### src/design/iff_pkg.sv
// Shared types and constants for the integer field formatter.
// No dependencies; the digit unit and the top level use it by scoped names.
`timescale 1ns / 1ps

package iff_pkg;

   // Conversion kinds
   localparam logic [2:0] CMD_SDEC  = 3'd0;
   localparam logic [2:0] CMD_UDEC  = 3'd1;
   localparam logic [2:0] CMD_LHEX  = 3'd2;
   localparam logic [2:0] CMD_UHEX  = 3'd3;
   localparam logic [2:0] CMD_PCT   = 3'd4;

   // Character codes
   localparam logic [7:0] CH_ZERO   = 8'h30;
   localparam logic [7:0] CH_SPACE  = 8'h20;
   localparam logic [7:0] CH_MINUS  = 8'h2D;
   localparam logic [7:0] CH_PCT    = 8'h25;
   localparam logic [7:0] CH_LOWER_A = 8'h61;
   localparam logic [7:0] CH_UPPER_A = 8'h41;

   // Digit storage: ten digits cover any 32-bit value in decimal
   localparam int          NUM_DIGITS = 10;
   localparam int          DIG_IDX_W  = 4;

   // Character counts within one item (field width is at most 63)
   localparam int          CNT_W      = 7;

   // Reciprocal of ten, scaled by 2^35, exact for all 32-bit dividends
   localparam logic [31:0] RECIP_TEN  = 32'hCCCC_CCCD;
   localparam int          RECIP_SHIFT = 35;

   // Request into the digit unit
   typedef struct packed {
      logic        start;
      logic        hex;
      logic [31:0] value;
   } div_req_type;

   // Result out of the digit unit, valid the cycle after start
   typedef struct packed {
      logic [31:0] quotient;
      logic [3:0]  remainder;
   } div_rsp_type;

endpackage

### src/design/iff_digit_unit.sv
// Digit unit: splits a value into quotient and low digit for base ten or sixteen.
// Depends on iff_pkg for the request and result structs and the reciprocal.
`timescale 1ns / 1ps

module iff_digit_unit (
   input  logic                 clock,
   input  iff_pkg::div_req_type div_req,
   output iff_pkg::div_rsp_type div_rsp
);

   logic [63:0] product_ff;
   logic [63:0] product_in;
   logic [31:0] value_ff;
   logic        hex_ff;
   logic [31:0] quot_dec;
   logic [31:0] quot_times_ten;

   // Multiply by the scaled reciprocal and hold the operand
   assign product_in = 64'(div_req.value) * 64'(iff_pkg::RECIP_TEN);

   always_ff @(posedge clock) begin
      if (div_req.start) begin
         product_ff <= product_in;
         value_ff   <= div_req.value;
         hex_ff     <= div_req.hex;
      end
   end

   // Take the quotient from the product and recover the remainder
   assign quot_dec       = 32'(product_ff >> iff_pkg::RECIP_SHIFT);
   assign quot_times_ten = (quot_dec << 3) + (quot_dec << 1);

   always_comb begin
      if (hex_ff) begin
         div_rsp.quotient  = value_ff >> 4;
         div_rsp.remainder = value_ff[3:0];
      end else begin
         div_rsp.quotient  = quot_dec;
         div_rsp.remainder = value_ff[3:0] - quot_times_ten[3:0];
      end
   end

endmodule

### src/design/integer_field_formatter.sv
// Integer field formatter top level: sequencer, digit store and output register.
// Depends on iff_pkg and iff_digit_unit.
`timescale 1ns / 1ps

// The block takes one conversion item and streams its characters out one per
// result, the last one flagged, each carrying the running character total.
// Digits come from the reciprocal-multiply digit unit, which is asked once per
// digit (up to ten digits for decimal, eight for hex) in the multiply and fix
// states, followed by the size and place states and then the characters, one
// per cycle while the result side does not stall. A percent item skips the
// digit phase. Requests with an unknown kind are taken and produce no result,
// as does an item with no characters. The next item is taken as soon as the
// last character sits in the output register.

module integer_field_formatter #(
   parameter int MAX_FIELD = 63
) (
   input  logic        clock,
   input  logic        reset,
   input  logic        req_valid,
   output logic        req_stall,
   input  logic [2:0]  req_command,
   input  logic [31:0] req_value,
   input  logic [5:0]  req_field_width,
   input  logic [5:0]  req_precision,
   input  logic        req_has_dot,
   input  logic        req_zero_pad,
   input  logic        req_left_justify,
   output logic        rsp_valid,
   input  logic        rsp_stall,
   output logic [7:0]  rsp_out_char,
   output logic        rsp_last_char,
   output logic [31:0] rsp_total_count
);

   localparam int CW = iff_pkg::CNT_W;
   localparam int IW = iff_pkg::DIG_IDX_W;

   localparam logic [2:0] ST_IDLE  = 3'd0;
   localparam logic [2:0] ST_MUL   = 3'd1;
   localparam logic [2:0] ST_FIX   = 3'd2;
   localparam logic [2:0] ST_SIZE  = 3'd3;
   localparam logic [2:0] ST_PLACE = 3'd4;
   localparam logic [2:0] ST_EMIT  = 3'd5;

   localparam logic [5:0] WIDTH_CAP = 6'(MAX_FIELD);
   localparam logic [5:0] PREC_CAP  = 6'(MAX_FIELD - 1);

   logic [2:0]    state_ff, state_in;
   logic          hex_ff, upper_ff, pct_ff, neg_ff, left_ff, zero_ff, dot_ff, mag_zero_ff;
   logic [5:0]    width_ff, prec_ff;
   logic [31:0]   val_ff;
   logic [IW-1:0] nd_ff;
   logic [3:0]    digit_buf_ff [iff_pkg::NUM_DIGITS];
   logic [CW-1:0] zeros_ff, body_ff;
   logic [CW-1:0] b1_ff, b2_ff, b3_ff, b4_ff, total_ff, pos_ff;
   logic [IW-1:0] dp_ff;
   logic [31:0]   char_total_ff;
   logic          rsp_valid_ff;
   logic [7:0]    rsp_char_ff;
   logic          rsp_last_ff;
   logic [31:0]   rsp_total_ff;

   iff_pkg::div_req_type div_req;
   iff_pkg::div_rsp_type div_rsp;

   logic          req_fire;
   logic          emit_fire;
   logic [IW-1:0] nd_eff;
   logic [CW-1:0] zeros_a, body_a, width_x, pad_w, lead_w;
   logic [7:0]    cur_char;
   logic [7:0]    digit_char;
   logic [3:0]    cur_digit;
   logic          is_digit_pos;
   logic          is_last;

   iff_digit_unit u_digit (
      .clock   (clock),
      .div_req (div_req),
      .div_rsp (div_rsp)
   );

   // Handshakes
   assign req_stall = (state_ff != ST_IDLE);
   assign req_fire  = req_valid && !req_stall;
   assign emit_fire = (state_ff == ST_EMIT) && (!rsp_valid_ff || !rsp_stall);

   // Drive the digit unit from the working value
   assign div_req.start = (state_ff == ST_MUL);
   assign div_req.hex   = hex_ff;
   assign div_req.value = val_ff;

   // Size the body: zeros from precision, then zeros from the zero flag
   assign width_x = CW'(width_ff);
   always_comb begin
      nd_eff  = (dot_ff && prec_ff == 6'd0 && mag_zero_ff) ? '0 : nd_ff;
      zeros_a = (CW'(prec_ff) > CW'(nd_eff)) ? CW'(prec_ff) - CW'(nd_eff) : '0;
      body_a  = CW'(neg_ff) + zeros_a + CW'(nd_eff);
      pad_w   = (width_x > body_ff) ? width_x - body_ff : '0;
      lead_w  = left_ff ? '0 : pad_w;
   end

   // Pick the character at the current position
   assign cur_digit    = digit_buf_ff[dp_ff];
   assign is_digit_pos = (pos_ff >= b3_ff) && (pos_ff < b4_ff);
   assign is_last      = (pos_ff == total_ff - CW'(1));
   always_comb begin
      if (cur_digit < 4'd10) begin
         digit_char = iff_pkg::CH_ZERO + 8'(cur_digit);
      end else begin
         digit_char = (upper_ff ? iff_pkg::CH_UPPER_A : iff_pkg::CH_LOWER_A)
                      + 8'(cur_digit) - 8'd10;
      end
      if (pos_ff < b1_ff) begin
         cur_char = iff_pkg::CH_SPACE;
      end else if (pos_ff < b2_ff) begin
         cur_char = iff_pkg::CH_MINUS;
      end else if (pos_ff < b3_ff) begin
         cur_char = iff_pkg::CH_ZERO;
      end else if (pos_ff < b4_ff) begin
         cur_char = pct_ff ? iff_pkg::CH_PCT : digit_char;
      end else begin
         cur_char = iff_pkg::CH_SPACE;
      end
   end

   // Sequencer next state
   always_comb begin
      state_in = state_ff;
      case (state_ff)
         ST_IDLE: begin
            if (req_fire && req_command <= iff_pkg::CMD_PCT) begin
               state_in = (req_command == iff_pkg::CMD_PCT) ? ST_SIZE : ST_MUL;
            end
         end
         ST_MUL:   state_in = ST_FIX;
         ST_FIX:   state_in = (div_rsp.quotient == 32'd0) ? ST_SIZE : ST_MUL;
         ST_SIZE:  state_in = ST_PLACE;
         ST_PLACE: state_in = ((body_ff + pad_w) == '0) ? ST_IDLE : ST_EMIT;
         ST_EMIT: begin
            if (emit_fire && is_last) begin
               state_in = ST_IDLE;
            end
         end
         default:  state_in = ST_IDLE;
      endcase
   end

   // Control state
   always_ff @(posedge clock) begin
      if (reset) begin
         state_ff      <= ST_IDLE;
         char_total_ff <= '0;
         rsp_valid_ff  <= 1'b0;
      end else begin
         state_ff <= state_in;
         if (emit_fire) begin
            char_total_ff <= char_total_ff + 32'd1;
            rsp_valid_ff  <= 1'b1;
         end else if (!rsp_stall) begin
            rsp_valid_ff  <= 1'b0;
         end
      end
   end

   // Item fields, digit store and layout
   always_ff @(posedge clock) begin
      case (state_ff)
         ST_IDLE: begin
            if (req_fire) begin
               hex_ff   <= (req_command == iff_pkg::CMD_LHEX) ||
                           (req_command == iff_pkg::CMD_UHEX);
               upper_ff <= (req_command == iff_pkg::CMD_UHEX);
               pct_ff   <= (req_command == iff_pkg::CMD_PCT);
               left_ff  <= req_left_justify;
               dot_ff   <= req_has_dot && (req_command != iff_pkg::CMD_PCT);
               zero_ff  <= req_zero_pad && !req_left_justify &&
                           (!req_has_dot || req_command == iff_pkg::CMD_PCT);
               width_ff <= (req_field_width > WIDTH_CAP) ? WIDTH_CAP : req_field_width;
               if (!req_has_dot || req_command == iff_pkg::CMD_PCT) begin
                  prec_ff <= '0;
               end else begin
                  prec_ff <= (req_precision > PREC_CAP) ? PREC_CAP : req_precision;
               end
               neg_ff      <= (req_command == iff_pkg::CMD_SDEC) && req_value[31];
               val_ff      <= ((req_command == iff_pkg::CMD_SDEC) && req_value[31])
                              ? 32'd0 - req_value : req_value;
               mag_zero_ff <= (req_value == 32'd0) && (req_command != iff_pkg::CMD_PCT);
               nd_ff       <= (req_command == iff_pkg::CMD_PCT) ? IW'(1) : '0;
            end
         end
         ST_FIX: begin
            digit_buf_ff[nd_ff] <= div_rsp.remainder;
            nd_ff               <= nd_ff + IW'(1);
            val_ff              <= div_rsp.quotient;
         end
         ST_SIZE: begin
            nd_ff <= nd_eff;
            dp_ff <= nd_eff - IW'(1);
            if (zero_ff && width_x > body_a) begin
               zeros_ff <= zeros_a + (width_x - body_a);
               body_ff  <= width_x;
            end else begin
               zeros_ff <= zeros_a;
               body_ff  <= body_a;
            end
         end
         ST_PLACE: begin
            b1_ff    <= lead_w;
            b2_ff    <= lead_w + CW'(neg_ff);
            b3_ff    <= lead_w + CW'(neg_ff) + zeros_ff;
            b4_ff    <= lead_w + CW'(neg_ff) + zeros_ff + CW'(nd_ff);
            total_ff <= body_ff + pad_w;
            pos_ff   <= '0;
         end
         ST_EMIT: begin
            if (emit_fire) begin
               pos_ff <= pos_ff + CW'(1);
               if (is_digit_pos) begin
                  dp_ff <= dp_ff - IW'(1);
               end
            end
         end
         default: begin
         end
      endcase
   end

   // Output register payload
   always_ff @(posedge clock) begin
      if (emit_fire) begin
         rsp_char_ff  <= cur_char;
         rsp_last_ff  <= is_last;
         rsp_total_ff <= char_total_ff + 32'd1;
      end
   end

   assign rsp_valid       = rsp_valid_ff;
   assign rsp_out_char    = rsp_char_ff;
   assign rsp_last_char   = rsp_last_ff;
   assign rsp_total_count = rsp_total_ff;

   // Checks on the sequencer and the digit store
   a_digit_index: assert property (@(posedge clock) disable iff (reset)
      (state_ff == ST_EMIT && is_digit_pos && !pct_ff) |-> (dp_ff < nd_ff))
      else $error("digit pointer outside stored digits");

   a_pos_range: assert property (@(posedge clock) disable iff (reset)
      (state_ff == ST_EMIT) |-> (pos_ff < total_ff))
      else $error("character position past end of item");

   a_last_ends: assert property (@(posedge clock) disable iff (reset)
      (emit_fire && is_last) |=> (state_ff == ST_IDLE && rsp_valid_ff && rsp_last_ff))
      else $error("last character did not end the item");

   a_digit_count: assert property (@(posedge clock) disable iff (reset)
      (state_ff == ST_FIX) |-> (nd_ff < IW'(iff_pkg::NUM_DIGITS)))
      else $error("digit store overflow");

   a_total_hold: assert property (@(posedge clock) disable iff (reset)
      !emit_fire |=> $stable(char_total_ff))
      else $error("character total moved without a character");

endmodule
### config.mk
export PLATFORM = sky130hd
export DESIGN_NAME = integer_field_formatter
export DESIGN_NICKNAME = d
export VERILOG_FILES = /design/src/design/iff_pkg.sv /design/src/design/iff_digit_unit.sv /design/src/design/integer_field_formatter.sv
export SDC_FILE = /design/constraint.sdc
export NUM_CORES = 2
export LEC_CHECK = 0
export ABC_CLOCK_PERIOD_IN_PS = 7200
export BUFFER_PORTS_ARGS = -buffer_cell sky130_fd_sc_hd__buf_2
export CORE_MARGIN = 4
export CORE_UTILIZATION = 55
export CTS_CLUSTER_DIAMETER = 80
export DETAILED_ROUTE_END_ITERATION = 16
export PLACE_DENSITY_LB_ADDON = 0.25
export SYNTH_ARGS = -nofsm -noshare
export SYNTH_HDL_FRONTEND = slang
export SYNTH_SLANG_ARGS = --single-unit
### constraint.sdc
create_clock -name clock -period 7.2 [get_ports clock]
set_input_delay 1.8 -clock clock [delete_from_list [all_inputs] [get_ports clock]]
set_output_delay 1.8 -clock clock [all_outputs]
set_load 0.1 [all_outputs]
# After elaboration in Yosys (flattened, before gate mapping)
# Memory sizes are Yosys's and may differ from the RTL's. A register that Yosys moved wholly into a read port is not among the register bits.
# Cells that the tools add are included.
[totals] mem_count=1 word_cells=164 latchBits=0 out_inout_bits=43 romBits=0 ramBits=40 inputBits=54 register_bits=290
[mem_list] name="digit_buf_ff" depth=10 width=4 rd=1 rd_ports_with_merged_regs=1 write_ports=1 line="integer_field_formatter.sv:54" rtl="logic [3:0] digit_buf_ff [iff_pkg::NUM_DIGITS];"
[classes] shift=0 n_reduce_logical=41 multipliers=1 n_mux=36 n_eq_ne=16 n_addsub=22 bitwise_logic=1 div_mod_pow=0 order_cmp=12
[op_table] op="logical NOT 32 bit" n=2
[op_table] op="multiplier 32 x 32 -> 64 bit (second input constant)" n=1
[op_table] op="2-to-1 mux 32 bit" n=2
[op_table] op="one-hot mux 32 bit (2 select lines)" n=1
[op_table] op="2-to-1 mux 7 bit" n=5
[op_table] op="2-to-1 mux 33 bit" n=1
[op_table] op="adder 32 x 1 -> 32 bit (second input constant)" n=1
[op_table] op="subtractor 1 x 32 -> 32 bit (first input constant)" n=1
[op_table] op="< comparator 7 bit" n=4
[op_table] op="2-to-1 mux 4 bit" n=6
[op_table] op="adder 7 bit" n=3
[op_table] op="2-to-1 mux 6 bit" n=3
[op_table] op="one-hot mux 3 bit (6 select lines)" n=1
[op_table] op="2-to-1 mux 5 bit" n=3
[op_table] op="adder 7 x 4 -> 7 bit" n=2
[op_table] op="> comparator 6 x 7 -> 1 bit" n=2
[op_table] op="one-hot mux 7 bit (2 select lines)" n=1
[op_table] op="subtractor 6 x 7 -> 7 bit" n=2
[op_table] op="logical AND 1 bit" n=13
[op_table] op="equality test 3 x 2 -> 1 bit (second input constant)" n=4
[op_table] op="> comparator 6 bit (second input constant)" n=2
[op_table] op="one-hot mux 4 bit (3 select lines)" n=1
[op_table] op="AND reduction 2 bit" n=5
[op_table] op="equality test 3 bit (second input constant)" n=3
[op_table] op="37 further kinds" n=60

# Depth between registers and ports, before layout
[logic_depth] word_depth=11 ltp_mapped=28

# Hierarchy
# A second synthesis with hierarchy kept.
[unflattened] cells_unflattened=3040 area_unflattened_um2=32332.3
[by_module_without_submodules] mod="iff_digit_unit" area_each_um2=19092.1 cells_per_inst=1815 seq_area_each_um2=1861.8 n_inst=1
[by_module_without_submodules] mod="integer_field_formatter" area_each_um2=13240.2 cells_per_inst=1225 seq_area_each_um2=6686.4 n_inst=1

# Worst setup path after synthesis
# No wires, ideal clock.
[synth_timing] kind="reg2reg" startpoint="reg val_ff[9]" endpoint="reg u_digit.product_ff[58] (data pin)" t_arrival_ns=6.699 stages_incl_launch_ff=26 slack_ns=0.230 t_required_ns=6.929 cell_sequence="edfxtp_1 ha_1 clkbuf_1 xor2_1 ha_1 a21o_1 fa_1 inv_1 fa_1 inv_1 fa_1 fa_1 fa_1 inv_1 fa_1 inv_1 ha_1 nand2_1 nor4_1 nand4_1 a211oi_1 nor4b_2 o21ai_1 a31oi_1 o311ai_1 xor2_1"
[synth_via] elab_chain_cells=1
[synth_lines] element="start, declared" line="integer_field_formatter.sv:52" rtl="logic [31:0] val_ff;"
[synth_lines] element="start signal, assigned" line="integer_field_formatter.sv:186" rtl="val_ff <= ((req_command == iff_pkg::CMD_SDEC) && req_value[31])"
[synth_lines] element="start signal, assigned" line="integer_field_formatter.sv:195" rtl="val_ff <= div_rsp.quotient;"
[synth_lines] element="multiplier 32 x 32 -> 64 bit" line="iff_digit_unit.sv:19" rtl="assign product_in = 64'(div_req.value) * 64'(iff_pkg::RECIP_TEN);"
[synth_lines] element="via u_digit.product_in[58]" line="iff_digit_unit.sv:12" rtl="logic [63:0] product_in;"
[synth_lines] element="end signal, assigned" line="iff_digit_unit.sv:23" rtl="product_ff <= product_in;"
[synth_lines] element="end, declared" line="iff_digit_unit.sv:11" rtl="logic [63:0] product_ff;"
# The timed path passes the listed nets, and every way through them passes these cells.
# A chain may end at the register's enable or synchronous reset.

# Worst setup path in the final report
[layout_timing] startpoint="reg val_ff[28]" endpoint="reg u_digit.product_ff[60] (data pin)"
# The elaborated chain is that of the path after synthesis.

==> flow_metrics.tcl <==
set metrics [dict create \
    status "completed" \
    fin_crit_sh_pct 99.00 \
    grt_pass1_wl_microns 145900 \
    crit_end "u_digit.product_ff[60]" \
    relSlewSlack_pct 23.94 \
    layout_commonest_cell "inv_1" \
    clk_pin_slew_ps 60 \
    antenna_left 0 \
    crit_top_cell "fa_1" \
    crit_required_ps 7510 \
    r2r_start "val_ff[28]" \
    core_sq_um 58910 \
    start_kind "flip-flop" \
    skew_ps 30.36 \
    cts.sinks 298 \
    rr_worst_depth 22 \
    min_period_ps 7128 \
    place_congestion 1.013 \
    avgRoutedWirePerCell_microns 21.70 \
    globalRouteOverflowTotal 0 \
    grt_max_degree 63 \
    rsz0062_at_grt "yes" \
    setup_viol 0 \
    detail_route.iter0.violations 1621 \
    row_count 89 \
    multiInputGateArea_sq_um 22150 \
    end_kind "flip-flop" \
    arrival_ps 7440 \
    top_level_ports 97 \
    io_buffer_count 95 \
    drv_cap 0 \
    crit_buf_inv 7 \
    synthArstFlopShare_pct 0 \
    grt_usage_pct 29.98 \
    cpLargestDelayFamily "adder cells" \
    clockBufferDepth 3 \
    synthFlopType "edfxtp_1" \
    crit_chain "ha_1, buf_4, inv_1, fa_1, inv_1, fa_1, inv_1, fa_1, inv_1, fa_1, fa_1, fa_1, ha_1, ha_1, buf_4, a21oi_2, and3_1, a211oi_4, a21oi_4, o21bai_1, xor2_1, buf_4" \
    num_vias 23958 \
    die_area_sq_um 63410 \
    critical_path.startpoint "val_ff[28]" \
    syn-instance-count 3141 \
    fmax_mhz 140.3 \
    nets 4416 \
    r2r_slack_ps 70 \
    path_depth 22 \
    critical_path.max_fanout 4 \
    grt_pass1_vias 25305 \
    antenna_found_initial 7 \
    synthesis.area_sq_um 32700 \
    ys_warn_count 0 \
    die_height_microns 251.8 \
    postCtsHoldBufs 0 \
    syn_nets 4020 \
    critical_path_class "flip-flop to flip-flop" \
    synth_edf_count 258 \
    cts_tree "done" \
    utilization_pct 65.40 \
    clk_latency_ps 550 \
    chipWidth_microns 251.8 \
    root_buffer "clkbuf_16" \
    worstMarginPinSlew_ps 1129 \
    drive_gt1_share_pct 18.57 \
    drt_pass1_iterations 5 \
    viasPerCell 5.523 \
    yosysUniqueCellTypes 83 \
    hp-class "flip-flop to flip-flop" \
    synth-seq-area-share_pct 26.15 \
    n_fill_cell 4683 \
    hold_viol_final 0 \
    initial_core_util_pct 55.50 \
    avgSynthCellArea_sq_um 10.41 \
    area_growth_pct 17.83 \
    cp_slowest_cell "fa_1" \
    regArea_sq_um 8548 \
    hpwl_microns 80260 \
    max_stage_delay_ps 610 \
    final_cell_mix "inv_1, fa_1, ha_1" \
    rr_endpoint "u_digit.product_ff[60]" \
    maxSlewViolCount 0 \
    cts_made_buffers 35 \
    wl_microns 94120 \
    drc_errors 0 \
    htreeDepth 2 \
    ys_ff_latch 298 \
]
stage by stage:
stage | setup TNS [ps] | area (sq um) | setup WS, ps | hold slack, ps | std cells
3_5_place_dp | -1535 | 36120 | -223.2 | 466.8 | 4240
5_1_grt | -789.2 | 38520 | -186.7 | 509.6 | 4337
3_3_place_gp | -1083 | 36120 | -187.1 | 486.1 | 4240
2_1_floorplan | 0 | 32700 | 230.3 | 400.3 | 3141
6_report | 0 | 38520 | 71.86 | 499.9 | 4338
4_1_cts | -264.0 | 37520 | -117.5 | 492.4 | 4310
timing repair:
item	4_1_cts	5_1_grt
endpoints found under the setup margin	22	27
cloned	0	0
pin swaps	10	90
resized for setup	29	157
buffers inserted	6	29
endpoints found under the hold margin	0	0
worst reg2reg max path, delay by kind of cell (launching register included):
| kind | cells | cell delay, ps |
|---|---|---|
| AOI/OAI and AO/OA | 4 | 800 |
| adders and majority gates | 9 | 4200 |
| DFF | 1 | 550 |
| and+or+nand+nor | 1 | 490 |
| xor gates and xnor gates | 1 | 150 |
| buffers and inverters | 7 | 690 |
metal layers:
metal / vias to the layer above / GRT usage [%] / wire [microns] / share of wire [%]
li1: 11066 / - / - / -
met1: 11981 / 40.83 / 39180 / 42
met2: 747 / 50.00 / 44860 / 48
met3: 150 / 5.855 / 7276 / 7.7
met4: 14 / 7.519 / 2724 / 2.9
met5: - / 0 / 92 / 0.098
cell type report:
cell class                      count  share of cell area (%)
Antenna cell                        1                0.006496
Clock buffer                       44                   2.553
Clock inverter                     20                  0.6041
Inverter                          704                   6.859
Multi-Input combinational cell   2073                   57.50
Sequential cell                   298                   22.19
Tap cell                          773                   2.511
Timing Repair Buffer              425                   7.782
synth_stat cells (4+ instances only):
| library cell | n | area, sq um |
|---|---|---|
| fa_1 | 396 | 7928 |
| o21bai_1 | 12 | 90.09 |
| dfxtp_1 | 40 | 800.8 |
| edfxtp_1 | 258 | 7747 |
| o31ai_1 | 6 | 45.04 |
| a31oi_1 | 12 | 75.07 |
| a21boi_0 | 6 | 45.04 |
| buf_2 | 5 | 25.02 |
| nand3_1 | 40 | 200.2 |
| nor4_1 | 12 | 75.07 |
| nand4_1 | 30 | 187.7 |
| mux2_2 | 11 | 123.9 |
| ha_1 | 429 | 5368 |
| and2_1 | 34 | 212.7 |
| mux2i_1 | 37 | 370.4 |
| clkbuf_1 | 51 | 191.4 |
| nand2_1 | 145 | 544.3 |
| or3_1 | 10 | 62.56 |
| nor2b_1 | 27 | 168.9 |
| a21o_1 | 56 | 420.4 |
| nor2_1 | 136 | 510.5 |
| xnor2_1 | 97 | 849.6 |
| o21a_1 | 12 | 90.09 |
| nand2b_1 | 13 | 81.33 |
| and4_1 | 4 | 35.03 |
| nor3_1 | 37 | 185.2 |
| xor2_1 | 117 | 1025 |
| or2_2 | 7 | 43.79 |
| a211oi_1 | 10 | 75.07 |
| o21ai_1 | 8 | 40.04 |
| inv_1 | 704 | 2643 |
| nor3b_1 | 7 | 52.55 |
| and3_1 | 29 | 181.4 |
| o211ai_1 | 7 | 52.55 |
| a221oi_1 | 4 | 35.03 |
| or4_1 | 7 | 52.55 |
| nand3b_1 | 5 | 37.54 |
| a21oi_1 | 137 | 685.7 |
| o21ai_0 | 104 | 520.5 |
| buf_1 | 7 | 26.28 |
| mux4_2 | 8 | 180.2 |
worst min path at each step:
| stage | start | to | depth (start not counted) |
|---|---|---|---|
| final | hex_ff | u_digit.hex_ff | 0 |
| after global routing | hex_ff | u_digit.hex_ff | 0 |
| after CTS | hex_ff | u_digit.hex_ff | 0 |
| after detailed placement | hex_ff | u_digit.hex_ff | 0 |
| after global placement | hex_ff | u_digit.hex_ff | 0 |
| after floorplan | hex_ff | u_digit.hex_ff | 0 |
flip-flops by register name, indices dropped and copies added, names as in the netlist, 3 cells and up, named ones only:
signal and cells:
dp_ff 4, rsp_out_char 7, width_ff 6, nd_ff 4, pos_ff 7, u_digit.value_ff 32
prec_ff 6, b2_ff 7, zeros_ff 7, char_total_ff 32, b1_ff 7, digit_buf_ff 40
b3_ff 7, u_digit.product_ff 29, rsp_total_count 32, val_ff 32, b4_ff 7, body_ff 7
total_ff 7, state_ff 3
cell families after synthesis:
| group | Yosys count | synth area share (%) |
|---|---|---|
| compound gates | 413 | 7.738 |
| xor+xnor | 214 | 5.733 |
| fa+ha+maj | 825 | 40.66 |
| buf+inv | 770 | 8.878 |
| flops | 298 | 26.15 |
| mux | 56 | 2.063 |
| other cells | 1 | 0.01147 |
| simple gates | 564 | 8.767 |
Power is not shown: default switching activity piles up to over one toggle a cycle in this logic, so the estimate is an artifact.
